File: src/bes_pkg.sv
// ----------------------------------------------------------------------------
// Bloch Euler step package
// Shared types and constants for the controller and the datapath.
// ----------------------------------------------------------------------------
package bes_pkg;

    localparam int unsigned ACC_W       = 99;
    localparam int unsigned STEP_CYCLES = 21;
    localparam int unsigned CNT_W       = $clog2(STEP_CYCLES);
    localparam int unsigned CFG_IDX_W   = 2;

    localparam logic [CNT_W-1:0] CNT_LAST = CNT_W'(STEP_CYCLES - 1);

    localparam logic [CFG_IDX_W-1:0] CFG_LONG_RELAX  = 2'd0;
    localparam logic [CFG_IDX_W-1:0] CFG_TRANS_RELAX = 2'd1;
    localparam logic [CFG_IDX_W-1:0] CFG_TIME_STEP   = 2'd2;

    localparam logic CMD_LOAD = 1'b0;
    localparam logic CMD_STEP = 1'b1;

    localparam logic signed [ACC_W-1:0] RND_BIAS = 99'sh800_0000_0000;

    typedef enum logic [1:0] {
        ST_IDLE,
        ST_RUN,
        ST_EMIT
    } t_state;

    typedef enum logic [2:0] {
        A_R1,
        A_R2,
        A_W1X,
        A_W1Y,
        A_DW0,
        A_SLO,
        A_SHI
    } t_asel;

    typedef enum logic [2:0] {
        B_X,
        B_Y,
        B_Z,
        B_EQ,
        B_DT
    } t_bsel;

    typedef enum logic [2:0] {
        ACC_NONE,
        ACC_SET_ADD,
        ACC_SET_SUB,
        ACC_ADD,
        ACC_SUB,
        ACC_SCL_LO,
        ACC_SCL_HI
    } t_acc_op;

    typedef enum logic [1:0] {
        WB_NONE,
        WB_X,
        WB_Y,
        WB_Z
    } t_wb;

    typedef struct packed {
        logic    load_en;
        logic    rate_en;
        t_asel   asel;
        t_bsel   bsel;
        t_acc_op acc_op;
        t_wb     wb;
        logic    out_cap;
    } t_cmd;

endpackage

File: src/bes_in_if.sv
// ----------------------------------------------------------------------------
// Bloch Euler step input channel
// Valid/ready channel carrying one load or step transaction.
// ----------------------------------------------------------------------------
interface bes_in_if;
    logic               valid;
    logic               ready;
    logic               command;
    logic signed [31:0] load_x;
    logic signed [31:0] load_y;
    logic signed [31:0] load_z;
    logic signed [31:0] load_eq;
    logic signed [31:0] rf_x;
    logic signed [31:0] rf_y;
    logic signed [31:0] off_resonance;
    logic               last;

    modport source (
        output valid, command, load_x, load_y, load_z, load_eq,
        output rf_x, rf_y, off_resonance, last,
        input  ready
    );

    modport sink (
        input  valid, command, load_x, load_y, load_z, load_eq,
        input  rf_x, rf_y, off_resonance, last,
        output ready
    );
endinterface

File: src/bes_out_if.sv
// ----------------------------------------------------------------------------
// Bloch Euler step output channel
// Valid/ready channel carrying the emitted magnetization vector.
// ----------------------------------------------------------------------------
interface bes_out_if;
    logic               valid;
    logic               ready;
    logic signed [31:0] out_x;
    logic signed [31:0] out_y;
    logic signed [31:0] out_z;
    logic signed [31:0] out_eq;

    modport source (
        output valid, out_x, out_y, out_z, out_eq,
        input  ready
    );

    modport sink (
        input  valid, out_x, out_y, out_z, out_eq,
        output ready
    );
endinterface

File: src/bes_dpath.sv
// ----------------------------------------------------------------------------
// Bloch Euler step datapath
// Configuration and state registers, one shared multiplier, a wide
// accumulator, rounding, saturation and the output register.
// ----------------------------------------------------------------------------
module bes_dpath (
    input  logic                             i_clk,
    input  logic                             i_rst_n,
    input  logic                             i_cfg_we,
    input  logic [bes_pkg::CFG_IDX_W-1:0]    i_cfg_idx,
    input  logic [31:0]                      i_cfg_data,
    input  bes_pkg::t_cmd                    i_cmd,
    input  logic signed [31:0]               i_load_x,
    input  logic signed [31:0]               i_load_y,
    input  logic signed [31:0]               i_load_z,
    input  logic signed [31:0]               i_load_eq,
    input  logic signed [31:0]               i_rf_x,
    input  logic signed [31:0]               i_rf_y,
    input  logic signed [31:0]               i_off_res,
    output logic signed [31:0]               o_out_x,
    output logic signed [31:0]               o_out_y,
    output logic signed [31:0]               o_out_z,
    output logic signed [31:0]               o_out_eq
);
    import bes_pkg::*;

    logic [30:0]              r_r1;
    logic [30:0]              r_r2;
    logic [31:0]              r_dt;
    logic signed [31:0]       r_hx, r_hy, r_hz, r_heq;
    logic signed [31:0]       r_nx, r_ny;
    logic signed [31:0]       r_w1x, r_w1y, r_dw0;
    logic signed [66:0]       r_prod;
    t_acc_op                  r_pop;
    logic signed [ACC_W-1:0]  r_acc;
    logic signed [31:0]       r_ox, r_oy, r_oz, r_oeq;

    logic signed [33:0]       w_a;
    logic signed [32:0]       w_b;
    logic signed [66:0]       w_prod;
    logic signed [ACC_W-1:0]  w_ext;
    logic signed [ACC_W-1:0]  w_shl;
    logic signed [ACC_W-1:0]  n_acc;
    logic signed [31:0]       w_held;
    logic signed [54:0]       w_inc;
    logic signed [55:0]       w_sum;
    logic signed [31:0]       w_sat;

    always_comb begin
        case (i_cmd.asel)
            A_R1:    w_a = {3'b000, r_r1};
            A_R2:    w_a = {3'b000, r_r2};
            A_W1X:   w_a = {{2{r_w1x[31]}}, r_w1x};
            A_W1Y:   w_a = {{2{r_w1y[31]}}, r_w1y};
            A_DW0:   w_a = {{2{r_dw0[31]}}, r_dw0};
            A_SLO:   w_a = {1'b0, r_acc[32:0]};
            A_SHI:   w_a = {r_acc[65], r_acc[65:33]};
            default: w_a = '0;
        endcase
        case (i_cmd.bsel)
            B_X:     w_b = {r_hx[31], r_hx};
            B_Y:     w_b = {r_hy[31], r_hy};
            B_Z:     w_b = {r_hz[31], r_hz};
            B_EQ:    w_b = {r_heq[31], r_heq};
            B_DT:    w_b = {1'b0, r_dt};
            default: w_b = '0;
        endcase
    end

    assign w_prod = w_a * w_b;
    assign w_ext  = {{(ACC_W-67){r_prod[66]}}, r_prod};
    assign w_shl  = {w_ext[ACC_W-34:0], 33'b0};

    always_comb begin
        case (r_pop)
            ACC_SET_ADD: n_acc = w_ext;
            ACC_SET_SUB: n_acc = -w_ext;
            ACC_ADD:     n_acc = r_acc + w_ext;
            ACC_SUB:     n_acc = r_acc - w_ext;
            ACC_SCL_LO:  n_acc = RND_BIAS + w_ext;
            ACC_SCL_HI:  n_acc = r_acc + w_shl;
            default:     n_acc = r_acc;
        endcase
    end

    always_comb begin
        case (i_cmd.wb)
            WB_X:    w_held = r_hx;
            WB_Y:    w_held = r_hy;
            WB_Z:    w_held = r_hz;
            default: w_held = r_hz;
        endcase
        w_inc = r_acc[ACC_W-1:44];
        w_sum = {{24{w_held[31]}}, w_held} + {w_inc[54], w_inc};
        if (!w_sum[55] && (w_sum[54:31] != '0)) begin
            w_sat = 32'sh7fff_ffff;
        end else if (w_sum[55] && (w_sum[54:31] != '1)) begin
            w_sat = 32'sh8000_0000;
        end else begin
            w_sat = w_sum[31:0];
        end
    end

    always_ff @(posedge i_clk) begin
        if (!i_rst_n) begin
            r_r1  <= '0;
            r_r2  <= '0;
            r_dt  <= '0;
            r_hx  <= '0;
            r_hy  <= '0;
            r_hz  <= '0;
            r_heq <= '0;
            r_pop <= ACC_NONE;
        end else begin
            r_pop <= i_cmd.acc_op;
            if (i_cfg_we) begin
                case (i_cfg_idx)
                    CFG_LONG_RELAX:  r_r1 <= i_cfg_data[30:0];
                    CFG_TRANS_RELAX: r_r2 <= i_cfg_data[30:0];
                    CFG_TIME_STEP:   r_dt <= i_cfg_data;
                    default: begin
                    end
                endcase
            end
            if (i_cmd.load_en) begin
                r_hx  <= i_load_x;
                r_hy  <= i_load_y;
                r_hz  <= i_load_z;
                r_heq <= i_load_eq;
            end else if (i_cmd.wb == WB_Z) begin
                r_hx <= r_nx;
                r_hy <= r_ny;
                r_hz <= w_sat;
            end
        end
    end

    always_ff @(posedge i_clk) begin
        r_prod <= w_prod;
        r_acc  <= n_acc;
        if (i_cmd.rate_en) begin
            r_w1x <= i_rf_x;
            r_w1y <= i_rf_y;
            r_dw0 <= i_off_res;
        end
        if (i_cmd.wb == WB_X) begin
            r_nx <= w_sat;
        end
        if (i_cmd.wb == WB_Y) begin
            r_ny <= w_sat;
        end
        if (i_cmd.out_cap) begin
            r_ox  <= r_hx;
            r_oy  <= r_hy;
            r_oz  <= r_hz;
            r_oeq <= r_heq;
        end
    end

    assign o_out_x  = r_ox;
    assign o_out_y  = r_oy;
    assign o_out_z  = r_oz;
    assign o_out_eq = r_oeq;

endmodule

File: src/bes_ctrl.sv
// ----------------------------------------------------------------------------
// Bloch Euler step controller
// Handshake control and the micro-operation sequence of one Euler step.
// ----------------------------------------------------------------------------
module bes_ctrl (
    input  logic          i_clk,
    input  logic          i_rst_n,
    input  logic          i_in_valid,
    input  logic          i_command,
    input  logic          i_last,
    output logic          o_in_ready,
    output logic          o_out_valid,
    input  logic          i_out_ready,
    output bes_pkg::t_cmd o_cmd
);
    import bes_pkg::*;

    t_state             r_state, n_state;
    logic [CNT_W-1:0]   r_cnt, n_cnt;
    logic               r_last, n_last;
    logic               r_out_vld, n_out_vld;
    logic               w_accept;

    always_ff @(posedge i_clk) begin
        if (!i_rst_n) begin
            r_state   <= ST_IDLE;
            r_cnt     <= '0;
            r_last    <= 1'b0;
            r_out_vld <= 1'b0;
        end else begin
            r_state   <= n_state;
            r_cnt     <= n_cnt;
            r_last    <= n_last;
            r_out_vld <= n_out_vld;
        end
    end

    assign o_in_ready  = (r_state == ST_IDLE);
    assign o_out_valid = r_out_vld;
    assign w_accept    = i_in_valid && o_in_ready;

    always_comb begin
        n_state   = r_state;
        n_cnt     = r_cnt;
        n_last    = r_last;
        n_out_vld = r_out_vld && !i_out_ready;
        o_cmd     = '{load_en: 1'b0, rate_en: 1'b0, asel: A_R1, bsel: B_X,
                      acc_op: ACC_NONE, wb: WB_NONE, out_cap: 1'b0};
        case (r_state)
            ST_IDLE: begin
                if (w_accept) begin
                    n_last = i_last;
                    n_cnt  = '0;
                    if (i_command == CMD_STEP) begin
                        o_cmd.rate_en = 1'b1;
                        n_state       = ST_RUN;
                    end else begin
                        o_cmd.load_en = 1'b1;
                        n_state       = i_last ? ST_EMIT : ST_IDLE;
                    end
                end
            end
            ST_RUN: begin
                case (r_cnt)
                    5'd0:  begin o_cmd.asel = A_R2;  o_cmd.bsel = B_X;
                                 o_cmd.acc_op = ACC_SET_SUB; end
                    5'd1:  begin o_cmd.asel = A_DW0; o_cmd.bsel = B_Y;
                                 o_cmd.acc_op = ACC_ADD; end
                    5'd2:  begin o_cmd.asel = A_W1Y; o_cmd.bsel = B_Z;
                                 o_cmd.acc_op = ACC_SUB; end
                    5'd4:  begin o_cmd.asel = A_SLO; o_cmd.bsel = B_DT;
                                 o_cmd.acc_op = ACC_SCL_LO; end
                    5'd5:  begin o_cmd.asel = A_SHI; o_cmd.bsel = B_DT;
                                 o_cmd.acc_op = ACC_SCL_HI; end
                    5'd6:  begin o_cmd.asel = A_DW0; o_cmd.bsel = B_X;
                                 o_cmd.acc_op = ACC_SET_SUB; end
                    5'd7:  begin o_cmd.asel = A_R2;  o_cmd.bsel = B_Y;
                                 o_cmd.acc_op = ACC_SUB; o_cmd.wb = WB_X; end
                    5'd8:  begin o_cmd.asel = A_W1X; o_cmd.bsel = B_Z;
                                 o_cmd.acc_op = ACC_ADD; end
                    5'd10: begin o_cmd.asel = A_SLO; o_cmd.bsel = B_DT;
                                 o_cmd.acc_op = ACC_SCL_LO; end
                    5'd11: begin o_cmd.asel = A_SHI; o_cmd.bsel = B_DT;
                                 o_cmd.acc_op = ACC_SCL_HI; end
                    5'd12: begin o_cmd.asel = A_W1Y; o_cmd.bsel = B_X;
                                 o_cmd.acc_op = ACC_SET_ADD; end
                    5'd13: begin o_cmd.asel = A_W1X; o_cmd.bsel = B_Y;
                                 o_cmd.acc_op = ACC_SUB; o_cmd.wb = WB_Y; end
                    5'd14: begin o_cmd.asel = A_R1;  o_cmd.bsel = B_Z;
                                 o_cmd.acc_op = ACC_SUB; end
                    5'd15: begin o_cmd.asel = A_R1;  o_cmd.bsel = B_EQ;
                                 o_cmd.acc_op = ACC_ADD; end
                    5'd17: begin o_cmd.asel = A_SLO; o_cmd.bsel = B_DT;
                                 o_cmd.acc_op = ACC_SCL_LO; end
                    5'd18: begin o_cmd.asel = A_SHI; o_cmd.bsel = B_DT;
                                 o_cmd.acc_op = ACC_SCL_HI; end
                    5'd20: begin o_cmd.wb = WB_Z; end
                    default: begin
                    end
                endcase
                if (r_cnt == CNT_LAST) begin
                    n_state = r_last ? ST_EMIT : ST_IDLE;
                end else begin
                    n_cnt = r_cnt + 1'b1;
                end
            end
            ST_EMIT: begin
                if (!r_out_vld || i_out_ready) begin
                    o_cmd.out_cap = 1'b1;
                    n_out_vld     = 1'b1;
                    n_state       = ST_IDLE;
                end
            end
            default: begin
                n_state = ST_IDLE;
            end
        endcase
    end

`ifndef ASSERT_OFF
    a_cnt_range: assert property (@(posedge i_clk) disable iff (!i_rst_n)
        (r_state == ST_RUN) |-> (r_cnt <= CNT_LAST))
        else $error("step counter beyond the sequence");

    a_step_start: assert property (@(posedge i_clk) disable iff (!i_rst_n)
        (w_accept && (i_command == CMD_STEP)) |=> (r_state == ST_RUN && r_cnt == '0))
        else $error("accepted step did not start the sequence");

    a_cap_free: assert property (@(posedge i_clk) disable iff (!i_rst_n)
        o_cmd.out_cap |-> (!r_out_vld || i_out_ready))
        else $error("output register overwritten before it was taken");

    a_emit_valid: assert property (@(posedge i_clk) disable iff (!i_rst_n)
        o_cmd.out_cap |=> r_out_vld)
        else $error("captured result not presented");
`endif

endmodule

File: src/bloch_euler_step_core.sv
// ----------------------------------------------------------------------------
// Bloch Euler step core
// Load: writes the state registers; with last, the emit state then captures
// the vector and raises valid. Step: a micro-operation sequence on one shared
// 34x33 multiplier (ten products and two scaling passes per axis). Input is
// accepted only while idle. A waiting result stalls only the next emit.
// Synchronous active-low reset clears the state, rates and time step.
// ----------------------------------------------------------------------------
module bloch_euler_step_core (
    input  logic                          i_clk,
    input  logic                          i_rst_n,
    input  logic                          i_cfg_we,
    input  logic [bes_pkg::CFG_IDX_W-1:0] i_cfg_idx,
    input  logic [31:0]                   i_cfg_data,
    bes_in_if.sink                        i_in,
    bes_out_if.source                     o_out
);
    import bes_pkg::*;

    t_cmd w_cmd;

    bes_ctrl u_ctrl (
        .i_clk       (i_clk),
        .i_rst_n     (i_rst_n),
        .i_in_valid  (i_in.valid),
        .i_command   (i_in.command),
        .i_last      (i_in.last),
        .o_in_ready  (i_in.ready),
        .o_out_valid (o_out.valid),
        .i_out_ready (o_out.ready),
        .o_cmd       (w_cmd)
    );

    bes_dpath u_dpath (
        .i_clk      (i_clk),
        .i_rst_n    (i_rst_n),
        .i_cfg_we   (i_cfg_we),
        .i_cfg_idx  (i_cfg_idx),
        .i_cfg_data (i_cfg_data),
        .i_cmd      (w_cmd),
        .i_load_x   (i_in.load_x),
        .i_load_y   (i_in.load_y),
        .i_load_z   (i_in.load_z),
        .i_load_eq  (i_in.load_eq),
        .i_rf_x     (i_in.rf_x),
        .i_rf_y     (i_in.rf_y),
        .i_off_res  (i_in.off_resonance),
        .o_out_x    (o_out.out_x),
        .o_out_y    (o_out.out_y),
        .o_out_z    (o_out.out_z),
        .o_out_eq   (o_out.out_eq)
    );

endmodule

File: src/flat_wrapper.sv
// flat-port wrapper written by rule: the top's interface ports become plain ports
module bloch_euler_step_core_flat import bes_pkg::*;
  (i_clk, i_rst_n, i_cfg_we, i_cfg_idx, i_cfg_data, i_in_valid, i_in_command, i_in_load_x, i_in_load_y, i_in_load_z, i_in_load_eq, i_in_rf_x, i_in_rf_y, i_in_off_resonance, i_in_last, i_in_ready, o_out_valid, o_out_out_x, o_out_out_y, o_out_out_z, o_out_out_eq, o_out_ready);
  bes_in_if i_in_i ();
  bes_out_if o_out_i ();
  input  logic i_clk;
  input  logic i_rst_n;
  input  logic i_cfg_we;
  input  logic [bes_pkg::CFG_IDX_W-1:0] i_cfg_idx;
  input  logic [31:0] i_cfg_data;
  input wire logic [$bits(i_in_i.valid)-1:0] i_in_valid;
  input wire logic [$bits(i_in_i.command)-1:0] i_in_command;
  input wire logic [$bits(i_in_i.load_x)-1:0] i_in_load_x;
  input wire logic [$bits(i_in_i.load_y)-1:0] i_in_load_y;
  input wire logic [$bits(i_in_i.load_z)-1:0] i_in_load_z;
  input wire logic [$bits(i_in_i.load_eq)-1:0] i_in_load_eq;
  input wire logic [$bits(i_in_i.rf_x)-1:0] i_in_rf_x;
  input wire logic [$bits(i_in_i.rf_y)-1:0] i_in_rf_y;
  input wire logic [$bits(i_in_i.off_resonance)-1:0] i_in_off_resonance;
  input wire logic [$bits(i_in_i.last)-1:0] i_in_last;
  output wire logic [$bits(i_in_i.ready)-1:0] i_in_ready;
  output wire logic [$bits(o_out_i.valid)-1:0] o_out_valid;
  output wire logic [$bits(o_out_i.out_x)-1:0] o_out_out_x;
  output wire logic [$bits(o_out_i.out_y)-1:0] o_out_out_y;
  output wire logic [$bits(o_out_i.out_z)-1:0] o_out_out_z;
  output wire logic [$bits(o_out_i.out_eq)-1:0] o_out_out_eq;
  input wire logic [$bits(o_out_i.ready)-1:0] o_out_ready;
  assign i_in_i.valid = i_in_valid;
  assign i_in_i.command = i_in_command;
  assign i_in_i.load_x = i_in_load_x;
  assign i_in_i.load_y = i_in_load_y;
  assign i_in_i.load_z = i_in_load_z;
  assign i_in_i.load_eq = i_in_load_eq;
  assign i_in_i.rf_x = i_in_rf_x;
  assign i_in_i.rf_y = i_in_rf_y;
  assign i_in_i.off_resonance = i_in_off_resonance;
  assign i_in_i.last = i_in_last;
  assign i_in_ready = i_in_i.ready;
  assign o_out_valid = o_out_i.valid;
  assign o_out_out_x = o_out_i.out_x;
  assign o_out_out_y = o_out_i.out_y;
  assign o_out_out_z = o_out_i.out_z;
  assign o_out_out_eq = o_out_i.out_eq;
  assign o_out_i.ready = o_out_ready;
  bloch_euler_step_core u_core (.i_clk(i_clk), .i_rst_n(i_rst_n), .i_cfg_we(i_cfg_we), .i_cfg_idx(i_cfg_idx), .i_cfg_data(i_cfg_data), .i_in(i_in_i), .o_out(o_out_i));
endmodule
File: config.mk
export PLATFORM = sky130hd
export DESIGN_NAME = bloch_euler_step_core_flat
export DESIGN_NICKNAME = d
export VERILOG_FILES = /design/src/bes_pkg.sv /design/src/bes_in_if.sv /design/src/bes_out_if.sv /design/src/bes_dpath.sv /design/src/bes_ctrl.sv /design/src/bloch_euler_step_core.sv /design/src/flat_wrapper.sv
export SDC_FILE = /design/constraint.sdc
export NUM_CORES = 2
export LEC_CHECK = 0
export BUFFER_PORTS_ARGS = -buffer_cell sky130_fd_sc_hd__buf_2
export CORE_UTILIZATION = 48
export CTS_CLUSTER_SIZE = 8
export DETAILED_ROUTE_END_ITERATION = 8
export SLEW_MARGIN = 20
export SYNTH_ARGS = -nofsm -noshare
export SYNTH_HDL_FRONTEND = slang
export SYNTH_HIERARCHICAL = 1
export SYNTH_SLANG_ARGS = --single-unit
File: constraint.sdc
create_clock -name i_clk -period 13.2 [get_ports i_clk]
set_input_delay 2.64 -clock i_clk [delete_from_list [all_inputs] [get_ports i_clk]]
set_output_delay 2.64 -clock i_clk [all_outputs]
set_load 0.05 [all_outputs]
After elaboration in Yosys (flattened, before gate mapping):

Index checks and enable logic that the tools add are counted.
Widths: inputs -> output; s select.

* bits in registers: 688
* bits of input ports: 265
* output and inout port bits: 130
* word-level logic and storage cells: 134

* add/subtract/negate cells: 7
* multiply operators: 1
* equal/unequal tests: 44
* muxes and demuxes: 33
* reduce and logical (&&, ||, !) cells: 26

Operators with widths (number)
* $pmux 99 s6: 1
* $mux 32: 8
* $pmux 34 s7: 1
* $pmux 33 s5: 1
* $pmux 9 s12: 1
* $add 99x67->99: 1
* $add 99x99->99: 1
* $neg 67->99: 1
* $sub 99x67->99: 1
* $add 45x67->68 const A: 1
* $mul 34x33->67: 1
* $pmux 32 s2: 1
* $add 32x55->56: 1
* $eq 5x4->1 const B: 7
* $ne 24x24->1 const B: 1
* $reduce_bool 24->1: 1
* $eq 3x3->1 const B: 7
* $eq 5x3->1 const B: 4
* $eq 3x2->1 const B: 6
* $mux 2: 8
* $eq 5x5->1 const B: 3
* $pmux 2 s3: 2
* $mux 11: 1
* $mux 5: 2
* other kinds (21): 49

Logic depth before layout (Yosys ltp):

* depth in word-level cells: 13
* mapped depth: 47
* gate-level depth less buffers: 41

Cells and area by module:

Netlist, hierarchy kept.

Modules (own cells, without submodules)
* bes_dpath: times used 1, cells an instance 9437, area an instance 83879.2 um^2, sequential area each 17466.8 um^2
* bes_ctrl: times used 1, cells an instance 115, area an instance 913.4 um^2, sequential area each 180.2 um^2

Least setup slack after synthesis:

OpenSTA, ideal clock, no wires.

* path kind: reg-to-reg
* from: register u_core.u_ctrl.r_cnt[0]
* to: register u_core.u_dpath.r_prod[63]
* library setup time: 0.072 ns
* arrival: 10.813 ns
* required time: 13.128 ns
* path slack: 2.314 ns
* cell stages (with the launch flop): 41
* buffers on the path: 7
* period minus slack after synthesis: 10.886 ns
* cell sequence: dfxtp_1 inv_1 ha_1 buf_4 o21ai_0 a2111o_1 a21oi_1 buf_1 buf_1 buf_1 clkbuf_1 nor2_1 a211oi_1 clkbuf_1 nor2_1 fa_1 inv_1 fa_1 [5 not listed] fa_1 inv_1 fa_1 inv_1 ha_1 clkbuf_1 a21oi_1 o21bai_1 a21o_1 a2111oi_0 o31a_1 o21ai_0 a31oi_1 o21ai_0 o31a_1 o21a_1 nor2_1 xnor2_1

RTL lines
* start, declared: line bes_ctrl.sv:19 `logic [CNT_W-1:0] r_cnt, n_cnt;`
* start signal, assigned: line bes_ctrl.sv:32 `r_cnt <= n_cnt;`
* end signal, assigned: line bes_dpath.sv:139 `r_prod <= w_prod;`
* end, declared: line bes_dpath.sv:33 `logic signed [66:0] r_prod;`

==> impl_metrics.csv <==
group,metric,value,unit
clocking,ctsHoldBuffers,0,
worst_setup_path,critPathCaptureType,"flip-flop",
yosys,yosys_warnings,6,
sta,hold_viol_final,0,
grt,grt_overflow,0,
sta,setup_viol,0,
yosys,synth_top_area_share,27.8,%
cells_and_area,post-route-util,53.4,%
detailed_routing,wire_per_inst,29.4,µm
worst_setup_path,criticalPathCategory,"flip-flop to flip-flop",
worst_setup_path,cp.arrival,13.11,ns
detailed_routing,avgViaCountPerCell,6.09,
cells_and_area,drive_above_1_share,9.64,%
sta,tns,0,ns
floorplanning,chipWidth,422,µm
power,power,8.51,mW
floorplanning,initial_utilization,48.6,%
detailed_routing,num_vias,73900,
grt,grt_antenna_before_repair,31,
clocking,path_clk_slew,0.05,ns
clocking,cts_tree,"built",
worst_setup_path,cp-start-kind,"flip-flop",
clocking,numClockSinks,688,
worst_setup_path,critical_path.max_fanout,23,
clocking,clockBufferDepth,3,
detailed_routing,drt_first_pass_iters,8,
yosys,synth_commonest_cells,"1315 x nand2_1, 1279 x inv_1, 1179 x fa_1",
floorplanning,die_area,0.178,mm²
clocking,post-cts-setup-buffer-count,0,
yosys,syn_nets,11400,
yosys,synthesis.instances,9552,
worst_setup_path,reg2reg_slack,0.77,ns
grt,grt_pass1_wl,517000,µm
yosys,synthArstFlopShare,0,%
yosys,synth_largest_area_cell,"fa_1",
detailed_routing,wl,357000,µm
worst_setup_path,crit_path_top_delay_cell,"a221oi_4",
yosys,ys_top_cells_by_area,"fa_1 28%, edfxtp_1 14%, dfxtp_1 7.1%, ha_1 6.6%, nand2_1 5.8%",
power,irDropWorstVdd,104,µV
yosys,synth_area,0.0848,mm²
power,leakage,42.0,nW
grt,grt_max_degree,129,
yosys,ys_ff_latch,688,
cells_and_area,fill_cells,16400,
cells_and_area,finalNonFillerCells,12100,
placed_design,io_buffers,394,
sta,min_period_over_period,94.2,%
sta,fin_crit,12.43,ns
run,drv_cap,0,
sta,maxSlewHeadroom,13.8,%
yosys,avgSynthCellArea,8.88,µm²
floorplanning,rows,153,
sta,fmax,80.4,MHz
power,powerDensity,91.3,mW/mm²
floorplanning,die_h,422,µm
floorplanning,io_pins,395,
placed_design,dp_hpwl,286000,µm
detailed_routing,drtIter0Drc,7637,
placed_design,gp_congestion,1.03,
sta,timing.clock.skew,0.0958,ns
clocking,numCtsBuffers,102,
sta,maxSlewViolCount,0,
clocking,cts-root-buf,"clkbuf_16",
detailed_routing,ant_nets,0,
clocking,h-tree-depth,3,
detailed_routing,drc,0,
grt,grt_pass1_vias,74500,
cells_and_area,nets,11600,
placed_design,place_inst,11900,
worst_setup_path,slowest_delay,0.96,ns
cells_and_area,syn_to_final_growth,9.86,%
sta,grt_setup_unrepaired,"false",
grt,grt_usage,39.8,%
yosys,synth.distinct_cells,114,
floorplanning,coreArea,0.175,mm²
clocking,insertion_delay,0.78,ns
sta,holdWs,0.461,ns
yosys,synth_edf_count,387,
yosys,synth_most_common_cell,"nand2_1",
min_path,hold_class,"flip-flop to flip-flop",
status,status,"completed",
yosys,synth_seq_area_share,20.8,%
clocking,cts_resized,0,
worst_setup_path,crit_required,13.88,ns
yosys,synthFlopType,"edfxtp_1",
worst_setup_path,cp_common_cell,"fa_1",
sta,worst_slew_pin_slew,1.29,ns
placed cells by master, fill, tap and decap left out, types with 203 or more instances in the layout:
cell type	instances
nand2_1	1314
inv_1	1278
fa_1	1179
nor2_1	770
ha_1	445
o21ai_0	443
a21oi_1	405
buf_2	393
edfxtp_1	387
dfxtp_1	299
buf_4	243
mux2i_1	203
area by class of cell:
cell class	instances	area (µm²)	share of cell area, %
tap	2325	2910	3.12
inverter	1283	4820	5.18
timing repair buffer	643	3920	4.21
sequential	688	17600	18.9
multi-input combinational	7007	60600	65.1
clock inverter	18	322	0.345
clock buffer	171	2870	3.08
antenna	6	15.0	0.0161
critical path: cells and delay by family (launching register included):
kind | cells | cell delay [ns]
xor gates and xnor gates | 1 | 0.12
adders and majority gates | 10 | 4.89
DFF | 1 | 0.35
and+or+nand+nor | 6 | 1.64
AOI/OAI and AO/OA | 12 | 3.79
buffers and inverters | 9 | 1.49
layer usage:
metal | global-route usage (%) | vias to the layer above | part of all wire, %
met5 | 0 | - | 0.034
met4 | 18.8 | 20 | 5.6
met3 | 8.77 | 806 | 9.7
met2 | 62.6 | 3995 | 45
met1 | 52.0 | 37100 | 40
li1 | - | 32000 | -
per-stage QoR:
stage / setup slack (ns) / cell area, µm²
after detailed placement: 0.630 / 89900
after global routing: 0.363 / 93100
after floorplan: 2.31 / 84800
after CTS: 0.569 / 93100
after global placement: 0.746 / 89900
final: 0.768 / 93200
flip-flops by register name (all words and copies together) (netlist names):
signal / flops
u_core/u_dpath/r_w1x: 32
u_core/u_dpath/r_ny: 32
u_core/u_dpath/r_pop: 3
u_core/u_dpath/r_acc: 99
u_core/u_ctrl/r_state: 2
u_core/u_dpath/o_out_y: 32
u_core/u_dpath/r_prod: 67
u_core/u_dpath/r_dw0: 32
u_core/u_dpath/o_out_x: 32
u_core/u_dpath/r_w1y: 32
u_core/u_ctrl/o_out_valid: 1
u_core/u_dpath/r_hy: 32
u_core/u_dpath/r_r1: 31
u_core/u_dpath/o_out_eq: 32
u_core/u_dpath/r_r2: 31
u_core/u_ctrl/r_last: 1
u_core/u_dpath/o_out_z: 32
u_core/u_dpath/r_hx: 32
u_core/u_dpath/r_dt: 32
u_core/u_dpath/r_hz: 32
u_core/u_ctrl/r_cnt: 5
u_core/u_dpath/r_heq: 32
u_core/u_dpath/r_nx: 32
report_power, final:
group | switching (mW) | total (mW) | internal [mW]
Clock | 1.11 | 2.66 | 1.54
Sequential | 0.243 | 2.64 | 2.40
Combinational | 2.10 | 3.21 | 1.11
cell families after synthesis:
kind of cell | Yosys count | synth area share [%]
buf+inv | 1857 | 8.29
xor+xnor | 338 | 3.49
compound gates | 1929 | 15.0
fa+ha+maj | 1627 | 34.4
simple gates | 2879 | 15.0
mux | 234 | 2.92
flops | 688 | 20.8
final timing paths:
path / start / endpoint / cells past startpoint
min reg2reg: u_core/u_dpath/r_hx[16] / u_core/u_dpath/o_out_x[16] / 0
max reg2reg: u_core/u_ctrl/r_cnt[1] / u_core/u_dpath/r_prod[63] / 38
max: u_core/u_ctrl/r_cnt[1] / u_core/u_dpath/r_prod[63] / 38
min: u_core/u_dpath/r_hx[16] / u_core/u_dpath/o_out_x[16] / 0
(Power assumes the default switching activity.)
